[config.mk]
export PLATFORM = sky130hd
export DESIGN_NAME = base62_id_decoder
export DESIGN_NICKNAME = d
export VERILOG_FILES = /design/src/hw/rtl/b62d_pkg.sv /design/src/hw/rtl/b62d_char_decode.sv /design/src/hw/rtl/b62d_mac.sv /design/src/hw/rtl/base62_id_decoder.sv
export VERILOG_INCLUDE_DIRS = /design/src /design/src/hw/rtl
export SDC_FILE = /design/constraint.sdc
export NUM_CORES = 1
export LEC_CHECK = 0
export ABC_CLOCK_PERIOD_IN_PS = 8600
export BUFFER_PORTS_ARGS = -buffer_cell sky130_fd_sc_hd__buf_4
export CAP_MARGIN = 5
export CORE_ASPECT_RATIO = 0.8
export CORE_MARGIN = 1.5
export CORE_UTILIZATION = 62
export DETAILED_ROUTE_END_ITERATION = 8
export GPL_TIMING_DRIVEN = 0
export PLACE_DENSITY = 0.82
export SLEW_MARGIN = 40
export SYNTH_ARGS = -nofsm -noshare
export SYNTH_HDL_FRONTEND = slang
export SYNTH_SLANG_ARGS = --single-unit
[constraint.sdc]
create_clock -name clk_i -period 8.6 [get_ports clk_i]
set_input_delay 0 -clock clk_i [delete_from_list [all_inputs] [get_ports clk_i]]
set_output_delay 0 -clock clk_i [all_outputs]
set_load 0.03 [all_outputs]
[src/hw/rtl/base62_id_decoder_macros.svh]
// assertion macros for the base62 id decoder
// expects clk_i and rst_ni in the scope of use
`ifndef BASE62_ID_DECODER_MACROS_SVH
`define BASE62_ID_DECODER_MACROS_SVH

// same-cycle implication, disabled while in reset
`define B62D_ASSERT_NOW(lbl, ante, cons, msg) \
  lbl: assert property (@(posedge clk_i) disable iff (!rst_ni) (ante) |-> (cons)) \
    else $error(msg);

// next-cycle implication, disabled while in reset
`define B62D_ASSERT_NXT(lbl, ante, cons, msg) \
  lbl: assert property (@(posedge clk_i) disable iff (!rst_ni) (ante) |=> (cons)) \
    else $error(msg);

`endif

[src/hw/rtl/b62d_pkg.sv]
// shared types and constants of the base62 id decoder
// no dependencies
package b62d_pkg;

  localparam int unsigned SYM_W      = 8;
  localparam int unsigned DIGIT_W    = 6;
  localparam int unsigned ACC_W      = 128;
  localparam int unsigned HALF_W     = 64;
  localparam int unsigned RUN_LENGTH = 22;
  localparam int unsigned POS_W      = 5;

  // digit values of the largest 128-bit id, most significant first
  localparam logic [DIGIT_W-1:0] MAX_DIGITS [RUN_LENGTH] = '{
    6'd7,  6'd49, 6'd4,  6'd2,  6'd13, 6'd16, 6'd22, 6'd5,  6'd29, 6'd41, 6'd47,
    6'd46, 6'd9,  6'd49, 6'd8,  6'd48, 6'd55, 6'd7,  6'd15, 6'd43, 6'd38, 6'd7
  };

  // running comparison of the digit string against the maximum
  typedef enum logic [1:0] {
    CMP_EQUAL   = 2'd0,
    CMP_LESS    = 2'd1,
    CMP_GREATER = 2'd2
  } cmp_e;

  // decoded character
  typedef struct packed {
    logic               bad;
    logic [DIGIT_W-1:0] digit;
  } char_info_t;

endpackage

[src/hw/rtl/b62d_char_decode.sv]
// maps one ascii character to its base62 digit value
// depends on b62d_pkg
module b62d_char_decode
  import b62d_pkg::*;
(
  input  logic [SYM_W-1:0] symbol_i,
  output char_info_t       info_o
);

  localparam logic [SYM_W-1:0] CH_DIGIT_LO = 8'h30;
  localparam logic [SYM_W-1:0] CH_DIGIT_HI = 8'h39;
  localparam logic [SYM_W-1:0] CH_LOWER_LO = 8'h61;
  localparam logic [SYM_W-1:0] CH_LOWER_HI = 8'h7a;
  localparam logic [SYM_W-1:0] CH_UPPER_LO = 8'h41;
  localparam logic [SYM_W-1:0] CH_UPPER_HI = 8'h5a;
  // offsets that bring each range onto its digit values
  localparam logic [SYM_W-1:0] OFS_LOWER   = 8'h57;
  localparam logic [SYM_W-1:0] OFS_UPPER   = 8'h1d;

  logic [SYM_W-1:0] diff;

  // range check and offset, anything else is a bad character with digit zero
  always_comb begin
    diff        = '0;
    info_o.bad  = 1'b0;
    priority if (symbol_i >= CH_DIGIT_LO && symbol_i <= CH_DIGIT_HI) begin
      diff = symbol_i - CH_DIGIT_LO;
    end else if (symbol_i >= CH_LOWER_LO && symbol_i <= CH_LOWER_HI) begin
      diff = symbol_i - OFS_LOWER;
    end else if (symbol_i >= CH_UPPER_LO && symbol_i <= CH_UPPER_HI) begin
      diff = symbol_i - OFS_UPPER;
    end else begin
      info_o.bad = 1'b1;
    end
    info_o.digit = diff[DIGIT_W-1:0];
  end

endmodule

[src/hw/rtl/b62d_mac.sv]
// 128-bit multiply by 62 and add of one digit, modulo 2^128
// depends on b62d_pkg
module b62d_mac
  import b62d_pkg::*;
(
  input  logic [ACC_W-1:0]   acc_i,
  input  logic [DIGIT_W-1:0] digit_i,
  output logic [ACC_W-1:0]   acc_o
);

  logic [ACC_W-1:0] times64;
  logic [ACC_W-1:0] times2;

  // x*62 = x*64 - x*2, then the digit goes in at the bottom
  assign times64 = acc_i << 6;
  assign times2  = acc_i << 1;
  assign acc_o   = times64 - times2 + {{(ACC_W-DIGIT_W){1'b0}}, digit_i};

endmodule

[src/hw/rtl/base62_id_decoder.sv]
// top level of the base62 id decoder: input register, digit accumulator, result register
// depends on b62d_pkg, b62d_char_decode, b62d_mac and base62_id_decoder_macros.svh
//
// usage
//   the input channel (in_valid_i, in_stall_o, symbol_i) takes ascii characters,
//   most significant first, in runs of exactly 22. each run yields one transaction
//   on the output channel (out_valid_o, out_stall_i, id_high_o, id_low_o, ok_o).
//   ok_o is low when a character outside 0-9, a-z, A-Z was seen or the value is
//   above 2^128-1; the id fields are then zero.
// timing
//   one character per cycle sustained unless out_stall_i holds a result back;
//   runs may follow each other with no gap. an accepted character is held in
//   the input register and then folded into the 128-bit accumulator; a run's
//   result is registered as its 22nd character leaves the input register. the
//   path between registers is the 128-bit shift, subtract and add of the multiply by 62.
// back-pressure
//   while a result waits under out_stall_i, characters still enter and are
//   folded in; only the last character of the next run is held, and in_stall_o
//   rises once the input register holds it.
// reset
//   rst_ni clears the accumulator, the position, the flags and both valids;
//   any partial run is dropped.
`include "base62_id_decoder_macros.svh"

module base62_id_decoder
  import b62d_pkg::*;
(
  input  logic              clk_i,
  input  logic              rst_ni,
  input  logic              in_valid_i,
  output logic              in_stall_o,
  input  logic [SYM_W-1:0]  symbol_i,
  output logic              out_valid_o,
  input  logic              out_stall_i,
  output logic [HALF_W-1:0] id_high_o,
  output logic [HALF_W-1:0] id_low_o,
  output logic              ok_o
);

  localparam logic [POS_W-1:0] LAST_POS = POS_W'(RUN_LENGTH - 1);

  // input register
  logic             s1_valid_q;
  logic [SYM_W-1:0] sym_q;

  // run state
  logic [ACC_W-1:0] acc_q,  acc_d;
  logic [POS_W-1:0] pos_q,  pos_d;
  logic             bad_q,  bad_d;
  cmp_e             cmp_q,  cmp_d;

  // result register
  logic              out_valid_q;
  logic [HALF_W-1:0] id_high_q, id_low_q;
  logic              ok_q;

  char_info_t       info;
  logic [ACC_W-1:0] acc_next;
  logic             s1_last;
  logic             out_free;
  logic             s1_adv;
  logic             s1_load;
  logic             res_ok;

  // character decode and accumulate
  b62d_char_decode u_char_decode (
    .symbol_i (sym_q),
    .info_o   (info)
  );

  b62d_mac u_mac (
    .acc_i   (acc_q),
    .digit_i (info.digit),
    .acc_o   (acc_next)
  );

  // handshake between the stages
  assign s1_last    = (pos_q == LAST_POS);
  assign out_free   = !out_valid_q || !out_stall_i;
  assign s1_adv     = s1_valid_q && (!s1_last || out_free);
  assign s1_load    = in_valid_i && !in_stall_o;
  assign in_stall_o = s1_valid_q && !s1_adv;

  // input register
  always_ff @(posedge clk_i or negedge rst_ni) begin
    if (!rst_ni) begin
      s1_valid_q <= 1'b0;
    end else if (s1_load) begin
      s1_valid_q <= 1'b1;
    end else if (s1_adv) begin
      s1_valid_q <= 1'b0;
    end
  end

  always_ff @(posedge clk_i) begin
    if (s1_load) begin
      sym_q <= symbol_i;
    end
  end

  // next run state: flags, comparison against the maximum, position
  always_comb begin
    bad_d = bad_q || info.bad;
    cmp_d = cmp_q;
    if (!info.bad && cmp_q == CMP_EQUAL) begin
      priority if (info.digit > MAX_DIGITS[pos_q]) begin
        cmp_d = CMP_GREATER;
      end else if (info.digit < MAX_DIGITS[pos_q]) begin
        cmp_d = CMP_LESS;
      end
    end
    acc_d  = acc_next;
    pos_d  = pos_q + POS_W'(1);
    res_ok = !bad_d && (cmp_d != CMP_GREATER);
    // end of run returns everything to its reset value
    if (s1_last) begin
      acc_d = '0;
      pos_d = '0;
      bad_d = 1'b0;
      cmp_d = CMP_EQUAL;
    end
  end

  always_ff @(posedge clk_i or negedge rst_ni) begin
    if (!rst_ni) begin
      acc_q <= '0;
      pos_q <= '0;
      bad_q <= 1'b0;
      cmp_q <= CMP_EQUAL;
    end else if (s1_adv) begin
      acc_q <= acc_d;
      pos_q <= pos_d;
      bad_q <= bad_d;
      cmp_q <= cmp_d;
    end
  end

  // result register
  always_ff @(posedge clk_i or negedge rst_ni) begin
    if (!rst_ni) begin
      out_valid_q <= 1'b0;
    end else if (s1_adv && s1_last) begin
      out_valid_q <= 1'b1;
    end else if (!out_stall_i) begin
      out_valid_q <= 1'b0;
    end
  end

  always_ff @(posedge clk_i) begin
    if (s1_adv && s1_last) begin
      id_high_q <= res_ok ? acc_next[ACC_W-1:HALF_W] : '0;
      id_low_q  <= res_ok ? acc_next[HALF_W-1:0]     : '0;
      ok_q      <= res_ok;
    end
  end

  assign out_valid_o = out_valid_q;
  assign id_high_o   = id_high_q;
  assign id_low_o    = id_low_q;
  assign ok_o        = ok_q;

  // checks
  `B62D_ASSERT_NOW(a_fail_zero, out_valid_o && !ok_o, id_high_o == '0 && id_low_o == '0, "failed transaction carries a non-zero id")
  `B62D_ASSERT_NOW(a_stall_holds, in_stall_o, s1_valid_q && s1_last, "input stalled without a held last character")
  `B62D_ASSERT_NOW(a_pos_range, 1'b1, pos_q <= LAST_POS, "position beyond the run length")
  `B62D_ASSERT_NXT(a_run_end, s1_adv && s1_last, out_valid_q && pos_q == '0 && acc_q == '0, "run end did not post a result and clear the state")

endmodule

# After elaboration in Yosys (flattened, before gate mapping)
# Memories as Yosys holds them, arrays and structs flattened.
# Index checks and enable logic that the tools add are counted.
totals:
  regBits: 274
  rom_bits: 192
  inputBits: 12
  output_inout_bits: 131
  word_cells: 70
  n_memories: 1
op_classes:
  n_addsub: 6
  n_lt_le_gt_ge: 9
  eq_ne: 3
  muxes: 19
  n_bitwise: 1
  n_reduce_logical: 21
mem_list:
  columns: ["name", "words", "width", "read_ports", "rd_ports_with_merged_regs", "write_ports", "line", "source"]
  rows:
  - ["(no name shown)", 32, 6, 1, 0, 0, "base62_id_decoder.sv:108", "end else if (info.digit < MAX_DIGITS[pos_q]) begin"]
op_table:
  columns: ["op", "n"]
  rows:
  - ["adder 128 x 6 -> 128 bit", 1]
  - ["subtractor 128 bit", 1]
  - ["2-to-1 mux 127 bit", 1]
  - ["2-to-1 mux 6 bit", 5]
  - [">= comparator 8 x 7 -> 1 bit, second input constant", 2]
  - ["less-or-equal comparator 8 x 7 -> 1 bit, second input constant", 2]
  - ["subtractor 6 x 5 -> 6 bit, second input constant", 2]
  - ["logical AND 1 bit", 9]
  - [">= comparator 8 x 6 -> 1 bit, second input constant", 1]
  - ["less-or-equal comparator 8 x 6 -> 1 bit, second input constant", 1]
  - ["2-to-1 mux 1 bit", 8]
  - ["2-to-1 mux 2 bit", 4]
  - ["logical NOT 1 bit", 7]
  - [">= comparator 6 bit, second input constant", 1]
  - ["greater-than comparator 6 bit", 1]
  - ["less-than comparator 6 bit", 1]
  - ["NOT 5 -> 6 bit", 1]
  - ["subtractor 6 bit, second input constant", 1]
  - ["adder 5 x 1 -> 5 bit, second input constant", 1]
  - ["equality test 5 bit, second input constant", 1]
  - ["2-to-1 mux 5 bit", 1]
  - ["logical OR 1 bit", 3]
  - ["logical NOT 2 bit", 1]
  - ["!= test 2 x 1 -> 1 bit, second input constant", 1]
  - ["other kinds (2)", 2]

# Logic depth before layout (Yosys ltp)
depth:
  ltp_word: 11
  ltp_mapped: 23
  ltp_nobuf: 22

# By module
# From an unflattened synthesis, not the netlist that was laid out.
hier_totals:
  hier_cells: 2526
  area_unflattened_um2: 21411.8
modules_own_cells:
  columns: ["module", "n_inst", "cells_each", "area_per_inst_um2", "seq_area_each_um2"]
  rows:
  - ["base62_id_decoder", 1, 956, 11720.0, 7567.3]
  - ["b62d_mac", 1, 1503, 9208.8, 0.0]
  - ["b62d_char_decode", 1, 67, 483.0, 0.0]

# Least setup slack after synthesis
# Ideal clock, no wire load.
synth_timing:
  path_type: "flip-flop to flip-flop"
  from: "register pos_q[1]"
  to: "register id_high_q[0] (netlist: id_high_o[0]) (enable)"
  setup_ps: 624
  t_arrival_ps: 6538
  required_time_ps: 7976
  setup_slack_ps: 1438
  path_stages_with_launch: 6
  n_path_buf: 0
  synth_period_minus_slack_ps: 7162
  cell_sequence: "dfrtp_1 > inv_1 > ha_1 > nand3_1 > o21ai_1 > nor2_1"
synth_via:
  elab_chain_cells: 5
synth_lines:
  columns: ["element", "line", "source"]
  rows:
  - ["start: declaration", "base62_id_decoder.sv:48", "logic [POS_W-1:0] pos_q, pos_d;"]
  - ["start signal: assignment", "base62_id_decoder.sv:132", "pos_q <= pos_d;"]
  - ["equality test 5 bit *", "base62_id_decoder.sv:78", "assign s1_last = (pos_q == LAST_POS);"]
  - ["logical NOT 1 bit", "base62_id_decoder.sv:80", "assign s1_adv = s1_valid_q && (!s1_last || out_free);"]
  - ["logical OR 1 bit", "base62_id_decoder.sv:80", null]
  - ["logical AND 1 bit", "base62_id_decoder.sv:80", null]
  - ["logical AND 1 bit *", "base62_id_decoder.sv:150", "if (s1_adv && s1_last) begin"]
  - ["end signal: assignment", "base62_id_decoder.sv:151", "id_high_q <= res_ok ? acc_next[ACC_W-1:HALF_W] : '0;"]
  - ["end: declaration", "base62_id_decoder.sv:54", "logic [HALF_W-1:0] id_high_q, id_low_q;"]
# Mark *: on every way between the ends. The rest lies on a longest branch, timed or not.
# A chain may end at the register's enable or synchronous reset.

# Worst setup path after layout
layout_timing:
  from: "register sym_q[0]"
  to: "register id_high_q[50] (netlist: id_high_o[50]), data pin"
layout_via:
  elab_chain_cells: 11
  elab_cells_between_ends: 30
  cone_classes: "add/sub (4); order compare (8); eq/ne (1); mux (9); reduce/logical (8)"
layout_lines:
  columns: ["element", "line", "source"]
  rows:
  - ["start: declaration", "base62_id_decoder.sv:44", "logic [SYM_W-1:0] sym_q;"]
  - ["start signal: assignment", "base62_id_decoder.sv:97", "sym_q <= symbol_i;"]
  - ["parallel branches: the longest is 11 deep, another holds adder 128 x 6 -> 128 bit", null, null]
# Several ways; the timed one is not identified.

==> results.sh <==
export IMPL_outcome="complete, but fails checks"
export IMPL_violations="hold timing"
export IMPL_hold_viol=10
export IMPL_yosysMostFrequentCell="nor2_1"
export IMPL_instances_no_fill=2907
export IMPL_maxCapViolations=0
export IMPL_num_vias=19500
export IMPL_rows=58
export IMPL_hp_class="input port to asynchronous set/reset pin"
export IMPL_worst_setup_path_start_kind="flip-flop"
export IMPL_synth_seq_cells=274
export IMPL_synth_common_cells="235 x nor2_1, 221 x a21oi_1, 188 x inv_1, 155 x nand2_1, 146 x ha_1"
export IMPL_drcViolationCount=0
export IMPL_ant_nets=0
export IMPL_groute_layer_met3_usage_pct=9.41
export IMPL_grt_pass1_vias=18300
export IMPL_synth_area_mm2=0.0196
export IMPL_crit_type="flip-flop to flip-flop"
export IMPL_cts_buffers=28
export IMPL_die_y_um=162
export IMPL_die_w_um=202
export IMPL_io_pins=143
export IMPL_grt_met1_usage_pct=58.9
export IMPL_period_share_pct=81.1
export IMPL_async_flop_share_pct=50.0
export IMPL_end_kind="flip-flop"
export IMPL_die_area_mm2=0.0327
export IMPL_n_fill_cell=2283
export IMPL_dpl_instance_area_mm2=0.0214
export IMPL_critPathSlowestCell="nor2_1"
export IMPL_overflow=0
export IMPL_gp_congestion=1.03
export IMPL_yosysWarnings=0
export IMPL_drtIter0Drc=2380
export IMPL_holdWs_ns=-0.0191
export IMPL_layout_min_cycle_time_ns=6.98
export IMPL_rsz0062_at_grt="no"
export IMPL_dp_cells=2842
export IMPL_clkLatencyLatePin_ns=0.59
export IMPL_max_freq_ghz=0.143
export IMPL_tightest_slew_ns=0.895
export IMPL_hpwl_mm=51.6
export IMPL_yosysTopAreaCell="edfxtp_1"
export IMPL_ys_seq_area_share_pct=38.4
export IMPL_firstDrtPassIters=8
export IMPL_report_final_slew_viol_count=0
export IMPL_max_stage_delay_ns=0.70
export IMPL_antenna_cells=0
export IMPL_use_met2_pct=58.5
export IMPL_path_delay_family="compound AO/OA/AOI/OAI gates"
export IMPL_cp_num_buf_inv=2
export IMPL_post_synth_top_area_fraction_pct=21.0
export IMPL_wl_per_cell_um=23.1
export IMPL_cts_sinks=274
export IMPL_synth_fp_nets=2430
export IMPL_portBuffers=142
export IMPL_clockBufferDepth=3
export IMPL_setup_viol=0
export IMPL_h_tree_depth=1
export IMPL_syn_inst=2272
export IMPL_syn_area_per_cell_um2=8.64
export IMPL_antenna_found_initial=0
export IMPL_arrival_ns=7.31
export IMPL_cts_tree="done"
export IMPL_busiest_layer="met1"
export IMPL_viasPerCell=6.70
export IMPL_nets=2623
export IMPL_area_growth_pct=14.7
export IMPL_grt_max_degree=71
export IMPL_synthFlopType="edfxtp_1"
export IMPL_utilization_pct=72.0
export IMPL_crit_required_ns=8.93
export IMPL_start_util_pct=62.7
export IMPL_skew_ns=0.0326
export IMPL_synth_edff_count=137
export IMPL_wl_mm=67.2
export IMPL_drive_gt1_share_pct=10.3
export IMPL_synth_area_leaders="edfxtp_1 21%, dfrtp_1 17%, ha_1 9.3%, a21oi_1 5.6%, nor2_1 4.5%"
export IMPL_design_core_area_mm2=0.0313
export IMPL_synth_distinct_cells=83
export IMPL_slew_limit_headroom_pct=39.6
export IMPL_grt_first_pass_wirelength_mm=103
export IMPL_grt_total_usage_pct=40.3
export IMPL_path_cells="inv_1, ha_1, or4b_2, nand3b_1, a21oi_1, clkbuf_1, a21oi_1, o22ai_1, a22o_1, nand2_1, xnor2_1, a22o_1, ha_1, a21o_1, a221o_1, o211ai_2, a21oi_2, o311ai_4, a211oi_1, nor2_1, o21ai_0, xnor2_1, nor2_1"
export IMPL_cts_root_buf="clkbuf_16"
export IMPL_crit_fanout=10
export IMPL_finalInstanceArea_mm2=0.0225
export IMPL_clkSlewWorstSetupHoldPaths_ns=0.07
==> placed cells by master, fill, tap and decap left out, types with 37 or more instances in the layout <==
cell      Yosys  routed
ha_1        146     146
edfxtp_1    137     137
o21a_1       37      37
xnor2_1      76      76
a21o_1       56      56
o22ai_1     115     115
nand2_1     155     155
o21ai_0     131     131
buf_4         0     141
o21bai_1     44      44
dfrtp_1     137     137
inv_1       188     188
nand4_1      91      91
a21oi_1     221     221
clkbuf_1    103     106
nor2_1      235     234
nor3_1       40      40
==> stage by stage <==
| step | setup slack [ns] | setup TNS [ns] |
|---|---|---|
| 2_1_floorplan | 1.44 | 0 |
| 3_3_place_gp | -1.06 | -137.58 |
| 3_5_place_dp | 2.19 | 0 |
| 4_1_cts | 2.03 | 0 |
| 5_1_grt | 1.53 | 0 |
| 6_report | 1.62 | 0 |
==> flip-flops by register name (all words and copies together), names as in the netlist <==
name / cells
id_high_o: 64
bad_q: 1
sym_q: 8
out_valid_o: 1
ok_o: 1
acc_q: 127
id_low_o: 64
pos_q: 5
s1_valid_q: 1
cmp_q: 2
==> layer usage <==
layer	routed length (um)	vias up
met4	2670	0
met3	8000	182
met2	27700	1270
met1	28800	9275
li1	-	8741
met5	0	-
==> final cells by class <==
| cell class | count | area (um2) | area share [%] |
|---|---|---|---|
| Multi-Input combinational cell | 1684 | 10900 | 48.4 |
| Sequential cell | 274 | 7540 | 33.5 |
| Timing Repair Buffer | 163 | 1350 | 5.99 |
| Clock buffer | 40 | 806 | 3.58 |
| Inverter | 188 | 706 | 3.14 |
| Tap cell | 420 | 526 | 2.33 |
| Buffer | 126 | 500 | 2.22 |
| Clock inverter | 12 | 180 | 0.800 |
==> what timing repair did <==
action,in CTS,in global routing
endpoints found under the hold margin,155,0
hold buffers,13,0
setup buffers,0,0
resized for setup,0,0
==> final timing paths <==
check,startpoint,endpoint,slack (ns),cells after the start
worst max register to register,sym_q[0],id_high_o[50],1.62,23
min in group clk_i,symbol_i[1],sym_q[1],0.14,2
worst min register to register,bad_q,bad_q,0.49,2
worst max-delay path,sym_q[0],id_high_o[50],1.62,23
worst min-delay path,rst_ni,acc_q[78],-0.02,2
max in group asynchronous,rst_ni,acc_q[92],7.66,3
==> cells by family (layout without fill, tap and decap cells) <==
family,Yosys count,count (layout),share of synthesized area [%]
buffers and inverters,314,529,6.13
muxes,8,8,0.408
xor gates and xnor gates,110,110,4.91
AOI/OAI and AO/OA,767,767,25.1
and+or+nand+nor,653,653,15.7
DFF,274,274,38.4
adders and majority gates,146,146,9.31
Power is left out: the tool's default activity adds up to more than one toggle a clock period on the data nets, which glitch-free logic cannot reach.
